## config.mk

```make
export PLATFORM = sky130hd
export DESIGN_NAME = sorted_credential_table
export DESIGN_NICKNAME = d
export VERILOG_FILES = /design/src/sct_pkg.sv /design/src/sct_ram.sv /design/src/sorted_credential_table.sv
export SDC_FILE = /design/constraint.sdc
export NUM_CORES = 2
export LEC_CHECK = 0
export BUFFER_PORTS_ARGS = -buffer_cell sky130_fd_sc_hd__buf_2
export CORE_ASPECT_RATIO = 0.9
export CORE_UTILIZATION = 55
export CTS_BUF_LIST = sky130_fd_sc_hd__clkbuf_4 sky130_fd_sc_hd__clkbuf_8
export DETAILED_ROUTE_END_ITERATION = 7
export PLACE_DENSITY = 0.71
export SETUP_SLACK_MARGIN = 0.1
export SYNTH_ARGS = -nofsm -noshare
export SYNTH_HDL_FRONTEND = slang
export SYNTH_SLANG_ARGS = --single-unit
```

## constraint.sdc

```tcl
create_clock -name i_clk -period 9.05 [get_ports i_clk]
set_clock_uncertainty 0.05 [all_clocks]
set_input_delay 1.81 -clock i_clk [delete_from_list [all_inputs] [get_ports i_clk]]
set_output_delay 1.81 -clock i_clk [all_outputs]
set_load 0.01 [all_outputs]
```

## src/sct_pkg.sv

```systemverilog
// ----------------------------------------------------------------------------
// sct_pkg
// Types and constants shared by the sorted credential table and its testbench.
// ----------------------------------------------------------------------------
package sct_pkg;

    localparam logic [1:0]  ACT_CREATE = 2'd0;
    localparam logic [1:0]  ACT_AUTH   = 2'd1;
    localparam logic [1:0]  ACT_DELETE = 2'd2;

    localparam logic [13:0] ID_LIMIT   = 14'd9999;
    localparam logic [13:0] PASS_LOW   = 14'd1000;
    localparam logic [13:0] PASS_HIGH  = 14'd9999;
    localparam logic [2:0]  KIND_LIMIT = 3'd3;

    typedef enum logic [3:0] {
        ST_OK         = 4'd0,
        ST_FULL       = 4'd1,
        ST_BAD_ID     = 4'd2,
        ST_BAD_PASS   = 4'd3,
        ST_EXISTS     = 4'd4,
        ST_BAD_TYPE   = 4'd5,
        ST_AUTH_OK    = 4'd6,
        ST_WRONG_PASS = 4'd7,
        ST_ABSENT     = 4'd8,
        ST_EMPTY      = 4'd9
    } t_status;

    typedef struct packed {
        logic [1:0]  action;
        logic [13:0] user_id;
        logic [13:0] pass_code;
        logic [2:0]  user_kind;
    } t_in_item;

    typedef struct packed {
        t_status     status;
        logic [7:0]  entry_count;
    } t_out_item;

    typedef struct packed {
        logic [13:0] id;
        logic [13:0] pass;
        logic [1:0]  kind;
    } t_entry;

    localparam int ENTRY_W = $bits(t_entry);

    typedef enum logic [3:0] {
        S_IDLE,
        S_CHECK,
        S_SEARCH,
        S_PROBE,
        S_HIT,
        S_DECIDE,
        S_UP,
        S_DOWN,
        S_FIN
    } t_state;

endpackage

```

## src/sct_ram.sv

```systemverilog
// ----------------------------------------------------------------------------
// sct_ram
// Simple dual-port RAM: one write port, one read port, registered read data.
// ----------------------------------------------------------------------------
module sct_ram #(
    parameter int WIDTH = 30,
    parameter int DEPTH = 128
) (
    input  logic                     i_clk,
    input  logic                     i_we,
    input  logic [$clog2(DEPTH)-1:0] i_waddr,
    input  logic [WIDTH-1:0]         i_wdata,
    input  logic [$clog2(DEPTH)-1:0] i_raddr,
    output logic [WIDTH-1:0]         o_rdata
);

    logic [WIDTH-1:0] r_mem [DEPTH];
    logic [WIDTH-1:0] r_rdata;

    always_ff @(posedge i_clk) begin
        if (i_we) begin
            r_mem[i_waddr] <= i_wdata;
        end
        r_rdata <= r_mem[i_raddr];
    end

    assign o_rdata = r_rdata;

endmodule

```

## src/sorted_credential_table.sv

```systemverilog
// ----------------------------------------------------------------------------
// sorted_credential_table
// Credential table kept sorted by id in one RAM; binary search locates an id;
// create shifts entries from that slot up by one, delete those above it down.
// ----------------------------------------------------------------------------
//  channel | direction | handshake                  | payload
//  --------+-----------+----------------------------+----------------------
//  in      | input     | i_in_valid / o_in_stall    | i_in_data  (t_in_item)
//  out     | output    | o_out_valid / i_out_stall  | o_out_data (t_out_item)
//
//  One item at a time. After the checks, each binary search probe waits for the
//  registered RAM read data before it compares.
//  Create and delete move one entry per cycle through the single RAM port pair.
//  Reset clears the state and the entry count; no clearing pass over the RAM.
//  A stalled result waits in the output register; the next item is taken meanwhile.
// ----------------------------------------------------------------------------
module sorted_credential_table
    import sct_pkg::*;
#(
    parameter int MAX_USERS = 128
) (
    input  logic      i_clk,
    input  logic      i_rst_n,
    input  logic      i_in_valid,
    output logic      o_in_stall,
    input  t_in_item  i_in_data,
    output logic      o_out_valid,
    input  logic      i_out_stall,
    output t_out_item o_out_data
);

    localparam int AW = $clog2(MAX_USERS);
    localparam int CW = $clog2(MAX_USERS + 1);

    t_state          r_state, n_state;
    t_in_item        r_req;
    logic [CW-1:0]   r_lo, n_lo;
    logic [CW-1:0]   r_hi, n_hi;
    logic [CW-1:0]   r_mid, n_mid;
    logic [CW-1:0]   r_idx, n_idx;
    logic [CW-1:0]   r_count, n_count;
    logic            r_hit, n_hit;
    logic            r_pass_eq, n_pass_eq;
    logic            r_pend, n_pend;
    logic [AW-1:0]   r_wr_addr, n_wr_addr;
    t_status         r_status, n_status;
    logic            r_out_valid;
    t_out_item       r_out;

    logic            ram_we;
    logic [AW-1:0]   ram_waddr;
    t_entry          ram_wdata;
    logic [AW-1:0]   ram_raddr;
    logic [ENTRY_W-1:0] ram_rdata;
    t_entry          rd;

    logic [CW-1:0]   mid;
    logic [CW-1:0]   idx_dec;
    logic [CW-1:0]   idx_inc;
    logic            id_bad;
    logic            pass_bad;
    logic            fin_load;
    t_entry          new_entry;

    assign rd        = t_entry'(ram_rdata);
    assign mid       = r_lo + ((r_hi - r_lo) >> 1);
    assign idx_dec   = r_idx - CW'(1);
    assign idx_inc   = r_idx + CW'(1);
    assign id_bad    = r_req.user_id > ID_LIMIT;
    assign pass_bad  = (r_req.pass_code < PASS_LOW) || (r_req.pass_code > PASS_HIGH);
    assign fin_load  = (r_state == S_FIN) && (!r_out_valid || !i_out_stall);
    assign new_entry = '{id: r_req.user_id, pass: r_req.pass_code,
                         kind: r_req.user_kind[1:0]};

    sct_ram #(
        .WIDTH (ENTRY_W),
        .DEPTH (MAX_USERS)
    ) u_ram (
        .i_clk   (i_clk),
        .i_we    (ram_we),
        .i_waddr (ram_waddr),
        .i_wdata (ram_wdata),
        .i_raddr (ram_raddr),
        .o_rdata (ram_rdata)
    );

    always_comb begin
        n_state = r_state;
        unique case (r_state)
            S_IDLE: begin
                if (i_in_valid) begin
                    n_state = S_CHECK;
                end
            end
            S_CHECK: begin
                unique case (r_req.action)
                    ACT_CREATE: begin
                        n_state = (r_count >= CW'(MAX_USERS) || id_bad || pass_bad)
                                  ? S_FIN : S_SEARCH;
                    end
                    ACT_AUTH: begin
                        n_state = (id_bad || pass_bad) ? S_FIN : S_SEARCH;
                    end
                    ACT_DELETE: begin
                        n_state = (r_count == '0) ? S_FIN : S_SEARCH;
                    end
                    default: begin
                        n_state = S_FIN;
                    end
                endcase
            end
            S_SEARCH: begin
                priority if (r_lo < r_hi) begin
                    n_state = S_PROBE;
                end else if (r_lo < r_count) begin
                    n_state = S_HIT;
                end else begin
                    n_state = S_DECIDE;
                end
            end
            S_PROBE: n_state = S_SEARCH;
            S_HIT:   n_state = S_DECIDE;
            S_DECIDE: begin
                n_state = S_FIN;
                if (r_hit && r_req.action == ACT_DELETE) begin
                    n_state = S_DOWN;
                end else if (!r_hit && r_req.action == ACT_CREATE
                             && r_req.user_kind <= KIND_LIMIT) begin
                    n_state = S_UP;
                end
            end
            S_UP: begin
                if (r_idx == r_lo && !r_pend) begin
                    n_state = S_FIN;
                end
            end
            S_DOWN: begin
                if (idx_inc >= r_count && !r_pend) begin
                    n_state = S_FIN;
                end
            end
            S_FIN: begin
                if (fin_load) begin
                    n_state = S_IDLE;
                end
            end
            default: n_state = S_IDLE;
        endcase
    end

    always_comb begin
        o_in_stall = (r_state != S_IDLE);
        ram_we     = 1'b0;
        ram_waddr  = r_wr_addr;
        ram_wdata  = rd;
        ram_raddr  = mid[AW-1:0];
        unique case (r_state)
            S_SEARCH: begin
                ram_raddr = (r_lo < r_hi) ? mid[AW-1:0] : r_lo[AW-1:0];
            end
            S_UP: begin
                ram_raddr = idx_dec[AW-1:0];
                if (r_pend) begin
                    ram_we = 1'b1;
                end else if (r_idx == r_lo) begin
                    ram_we    = 1'b1;
                    ram_waddr = r_lo[AW-1:0];
                    ram_wdata = new_entry;
                end
            end
            S_DOWN: begin
                ram_raddr = idx_inc[AW-1:0];
                ram_we    = r_pend;
            end
            default: begin
            end
        endcase
    end

    always_comb begin
        n_lo      = r_lo;
        n_hi      = r_hi;
        n_mid     = r_mid;
        n_idx     = r_idx;
        n_count   = r_count;
        n_hit     = r_hit;
        n_pass_eq = r_pass_eq;
        n_pend    = r_pend;
        n_wr_addr = r_wr_addr;
        n_status  = r_status;
        unique case (r_state)
            S_CHECK: begin
                n_lo = '0;
                n_hi = r_count;
                unique case (r_req.action)
                    ACT_CREATE: begin
                        priority if (r_count >= CW'(MAX_USERS)) n_status = ST_FULL;
                        else if (id_bad)                        n_status = ST_BAD_ID;
                        else if (pass_bad)                      n_status = ST_BAD_PASS;
                        else                                    n_status = ST_OK;
                    end
                    ACT_AUTH: begin
                        priority if (id_bad)  n_status = ST_BAD_ID;
                        else if (pass_bad)    n_status = ST_BAD_PASS;
                        else                  n_status = ST_OK;
                    end
                    ACT_DELETE: begin
                        n_status = (r_count == '0) ? ST_EMPTY : ST_OK;
                    end
                    default: n_status = ST_BAD_TYPE;
                endcase
            end
            S_SEARCH: begin
                n_mid = mid;
                n_hit = 1'b0;
            end
            S_PROBE: begin
                if (rd.id < r_req.user_id) begin
                    n_lo = r_mid + CW'(1);
                end else begin
                    n_hi = r_mid;
                end
            end
            S_HIT: begin
                n_hit     = (rd.id == r_req.user_id);
                n_pass_eq = (rd.pass == r_req.pass_code);
            end
            S_DECIDE: begin
                n_pend = 1'b0;
                unique case (r_req.action)
                    ACT_CREATE: begin
                        n_idx = r_count;
                        priority if (r_hit)                      n_status = ST_EXISTS;
                        else if (r_req.user_kind > KIND_LIMIT)   n_status = ST_BAD_TYPE;
                        else                                     n_status = ST_OK;
                    end
                    ACT_AUTH: begin
                        priority if (!r_hit) n_status = ST_ABSENT;
                        else if (r_pass_eq)  n_status = ST_AUTH_OK;
                        else                 n_status = ST_WRONG_PASS;
                    end
                    default: begin
                        n_idx    = r_lo;
                        n_status = r_hit ? ST_OK : ST_ABSENT;
                    end
                endcase
            end
            S_UP: begin
                if (r_idx != r_lo) begin
                    n_pend    = 1'b1;
                    n_wr_addr = r_idx[AW-1:0];
                    n_idx     = idx_dec;
                end else if (r_pend) begin
                    n_pend = 1'b0;
                end else begin
                    n_count = r_count + CW'(1);
                end
            end
            S_DOWN: begin
                if (idx_inc < r_count) begin
                    n_pend    = 1'b1;
                    n_wr_addr = r_idx[AW-1:0];
                    n_idx     = idx_inc;
                end else if (r_pend) begin
                    n_pend = 1'b0;
                end else begin
                    n_count = r_count - CW'(1);
                end
            end
            default: begin
            end
        endcase
    end

    always_ff @(posedge i_clk) begin
        if (!i_rst_n) begin
            r_state     <= S_IDLE;
            r_count     <= '0;
            r_pend      <= 1'b0;
            r_out_valid <= 1'b0;
        end else begin
            r_state <= n_state;
            r_count <= n_count;
            r_pend  <= n_pend;
            if (fin_load) begin
                r_out_valid <= 1'b1;
            end else if (!i_out_stall) begin
                r_out_valid <= 1'b0;
            end
        end
    end

    always_ff @(posedge i_clk) begin
        if (r_state == S_IDLE && i_in_valid) begin
            r_req <= i_in_data;
        end
        r_lo      <= n_lo;
        r_hi      <= n_hi;
        r_mid     <= n_mid;
        r_idx     <= n_idx;
        r_hit     <= n_hit;
        r_pass_eq <= n_pass_eq;
        r_wr_addr <= n_wr_addr;
        r_status  <= n_status;
        if (fin_load) begin
            r_out <= '{status: r_status, entry_count: 8'(r_count)};
        end
    end

    assign o_out_valid = r_out_valid;
    assign o_out_data  = r_out;

    a_count_bound: assert property (@(posedge i_clk) disable iff (!i_rst_n)
        r_count <= CW'(MAX_USERS))
        else $error("entry count above table size");

    a_write_in_shift: assert property (@(posedge i_clk) disable iff (!i_rst_n)
        ram_we |-> (r_state == S_UP || r_state == S_DOWN))
        else $error("RAM write outside a shift");

    a_count_change: assert property (@(posedge i_clk) disable iff (!i_rst_n)
        ($past(i_rst_n) && r_count != $past(r_count))
        |-> ($past(r_state) == S_UP || $past(r_state) == S_DOWN))
        else $error("entry count changed outside a shift");

    a_search_window: assert property (@(posedge i_clk) disable iff (!i_rst_n)
        (r_state == S_SEARCH) |-> (r_lo <= r_hi && r_hi <= r_count))
        else $error("search window out of range");

    a_out_from_fin: assert property (@(posedge i_clk) disable iff (!i_rst_n)
        $rose(o_out_valid) |-> $past(r_state) == S_FIN)
        else $error("result issued outside finish");

endmodule

```

==> results.sh <==
export IMPL_syn_area_per_cell_um2=16.3
export IMPL_antenna_left=0
export IMPL_final_area_um2=162000
export IMPL_fp_row_count=178
export IMPL_post_cts_resized=0
export IMPL_fin_crit_sh=0.795
export IMPL_wl_per_cell_um=29.3
export IMPL_seq_area_frac_synth=0.765
export IMPL_die_y_um=490
export IMPL_cts_sinks=3714
export IMPL_tightestPinTransition_ns=1.46
export IMPL_synth_edf_count=3672
export IMPL_syn_area_um2=145000
export IMPL_async_reset_ff_frac=0
export IMPL_grt_pass1_wl_um=547000
export IMPL_die_area_um2=266000
export IMPL_clk_pin_slew_worst_paths_ns=0.06
export IMPL_holdWs_ns=0.342
export IMPL_setup_viol=0
export IMPL_place_congestion=0.901
export IMPL_grt_overflow=0
export IMPL_place_area_um2=151000
export IMPL_leakage_nw=55.1
export IMPL_cp_required_ns=9.89
export IMPL_cp_end_kind="flip-flop"
export IMPL_yosys_warnings=0
export IMPL_status="complete, but fails checks"
export IMPL_final_nets=9393
export IMPL_antenna_found_initial=11
export IMPL_synthToLayoutAreaGrowth_pct=11.7
export IMPL_tns_ns=0
export IMPL_final_layout_size_suffix_gt1_frac=0.161
export IMPL_ioPinCount=51
export IMPL_power_density_nw_per_um2=363
export IMPL_start_kind="flip-flop"
export IMPL_cts_root_buf="clkbuf_8"
export IMPL_firstDrtPassIters=8
export IMPL_viasPerCell=6.33
export IMPL_hold_path_class="flip-flop to flip-flop"
export IMPL_synth_cell_types=72
export IMPL_core_area_um2=262000
export IMPL_grt_pass1_vias=80400
export IMPL_period_minus_slack_ns=7.20
export IMPL_clock_latency_ns=1.08
export IMPL_clock_path_buffers=4
export IMPL_hold_viol_final=0
export IMPL_synth_seq_cells=3714
export IMPL_dr_total_vias=83900
export IMPL_route_detailed_drc=0
export IMPL_start_util=0.555
export IMPL_maxSlewViolCount=0
export IMPL_dp_slack_ns=2.04
export IMPL_grt_max_degree=204
export IMPL_die_w_um=544
export IMPL_ir_worst_vdd_v=0.000519
export IMPL_synth_nets=9021
export IMPL_cts_buffers_inserted=586
export IMPL_relSlewSlack=0.0116
export IMPL_violations="max-capacitance violations"
export IMPL_wl_um=388000
export IMPL_holdBufCountCts=0
export IMPL_worstSetupPathType="flip-flop to flip-flop"
export IMPL_cts_tree="done"
export IMPL_port_buffers=48
export IMPL_rsz0062_at_grt="no"
export IMPL_cap_violations=1
export IMPL_worst_slack_ns=1.85
export IMPL_drt_iter0_markers=12100
export IMPL_dp_hpwl_um=211000
export IMPL_grt_usage=0.287
export IMPL_syn_inst=8927
export IMPL_cts_max_level=6
export IMPL_fmax_mhz=139
export IMPL_cp_max_fo=164
export IMPL_arrival_ns=8.04
export IMPL_postCtsSetupRepairBufs=0
export IMPL_synthFlopType="edfxtp_1"
## sequential cells by signal (all words and copies together) (netlist names)
signal / flops
r_status: 4
r_state: 4
r_pass_eq: 1
r_mid: 8
r_lo: 8
u_ram.o_rdata: 28
r_hit: 1
r_count: 8
u_ram.r_mem: 3584
r_idx: 8
r_req: 3
o_out_data: 12
r_wr_addr: 7
r_pend: 1
r_hi: 8
o_out_valid: 1
new_entry: 28
## metal layers
layer	vias up	share of wire	track usage
met4	4	0.038	0.107
li1	35700	-	-
met5	-	0.000062	0
met2	4965	0.46	0.438
met3	730	0.12	0.0724
met1	42500	0.39	0.401
## power by group
part	internal, W	switching [W]
clock network	0.00727	0.00637
logic	0.00688	0.0166
registers	0.0215	0.000251
## worst max-delay path, cell delays in order (launching register included)
cell and delay (ns):
edfxtp_1 0.82, ha_1 0.31, fa_1 0.41, inv_1 0.07, ha_1 0.17, inv_1 0.07, fa_1 0.41, xnor2_1 0.18
nand2_1 0.08, nor2_1 0.08, a221oi_4 0.30, buf_12 0.63, or3_4 0.78, buf_4 0.56, o22ai_1 0.13, o41ai_1 1.18
and4_1 0.58, o2111ai_1 0.16
## Yosys cell counts, types with 30 or more instances
| cell | count | share of area |
|---|---|---|
| dfxtp_1 | 42 | 0.0058 |
| o21ai_0 | 67 | 0.0023 |
| inv_1 | 52 | 0.0013 |
| mux2_2 | 37 | 0.0029 |
| nand2_1 | 1227 | 0.032 |
| xor2_1 | 30 | 0.0018 |
| and4_1 | 31 | 0.0019 |
| buf_1 | 34 | 0.00088 |
| o22ai_1 | 479 | 0.021 |
| a22o_1 | 31 | 0.0019 |
| buf_6 | 31 | 0.0024 |
| buf_4 | 31 | 0.0016 |
| buf_2 | 176 | 0.0061 |
| clkbuf_1 | 246 | 0.0064 |
| mux4_2 | 112 | 0.017 |
| nor4_1 | 38 | 0.0016 |
| nand4_1 | 122 | 0.0053 |
| ha_1 | 54 | 0.0046 |
| nand3_1 | 631 | 0.022 |
| edfxtp_1 | 3672 | 0.76 |
| nor2_1 | 220 | 0.0057 |
| o41ai_1 | 139 | 0.0084 |
| a21oi_1 | 158 | 0.0054 |
| mux2i_1 | 1019 | 0.070 |
## final cells by class
| type | instances | area, um^2 |
|---|---|---|
| Sequential cell | 3714 | 111000 |
| Fill cell | 18300 | 99700 |
| Multi-Input combinational cell | 4642 | 33000 |
| Clock buffer | 817 | 9940 |
| Tap cell | 3510 | 4390 |
| Timing Repair Buffer | 303 | 2450 |
| Clock inverter | 197 | 1160 |
| Inverter | 52 | 195 |
| Antenna cell | 11 | 27.5 |
## worst paths after layout
kind,cells past startpoint,startpoint,slack [ns],end
worst max-delay path,17,r_lo[0],1.85,u_ram.o_rdata[13]
worst min register to register,0,r_status[0],0.34,o_out_data[8]
worst max register to register,17,r_lo[0],1.85,u_ram.o_rdata[13]
worst min-delay path,0,r_status[0],0.34,o_out_data[8]
## cell usage in the layout, fill, tap and decap left out, types with 21 or more instances in the layout
master / n
o41ai_1: 100
nor4_1: 38
a22o_1: 31
buf_4: 231
ha_1: 54
nor2_1: 88
clkinv_1: 118
o21ai_1: 23
a21oi_1: 158
inv_6: 21
nor2_4: 114
clkinv_2: 34
nand3_1: 623
and4_1: 31
buf_2: 48
o41ai_2: 39
inv_1: 52
nand4_1: 122
mux2_4: 27
o21ai_0: 64
clkbuf_4: 209
nand2_1: 1227
edfxtp_1: 3672
a21o_1: 24
xor2_1: 30
o2111ai_1: 27
mux4_2: 112
buf_12: 24
mux2i_1: 1018
clkbuf_8: 608
o22ai_1: 479
dfxtp_1: 42
xnor2_1: 25
## cells by family after synthesis
| family | count (synthesis) | share of synthesized area |
|---|---|---|
| fa+ha+maj | 57 | 0.00506 |
| simple gates | 2359 | 0.0724 |
| xor+xnor | 55 | 0.00332 |
| buf+inv | 571 | 0.0187 |
| compound gates | 1003 | 0.0455 |
| mux | 1168 | 0.0904 |
| flops | 3714 | 0.765 |
## metrics by stage
step / std cells / total power, W / util
after global placement: 12200 / 0.0445 / 0.577
after CTS: 13200 / 0.0585 / 0.619
final: 13200 / 0.0589 / 0.619
after global routing: 13200 / 0.0607 / 0.619
after floorplan: 8927 / 0.0364 / -
after detailed placement: 12200 / 0.0450 / 0.577
(Power assumes the default switching activity.)
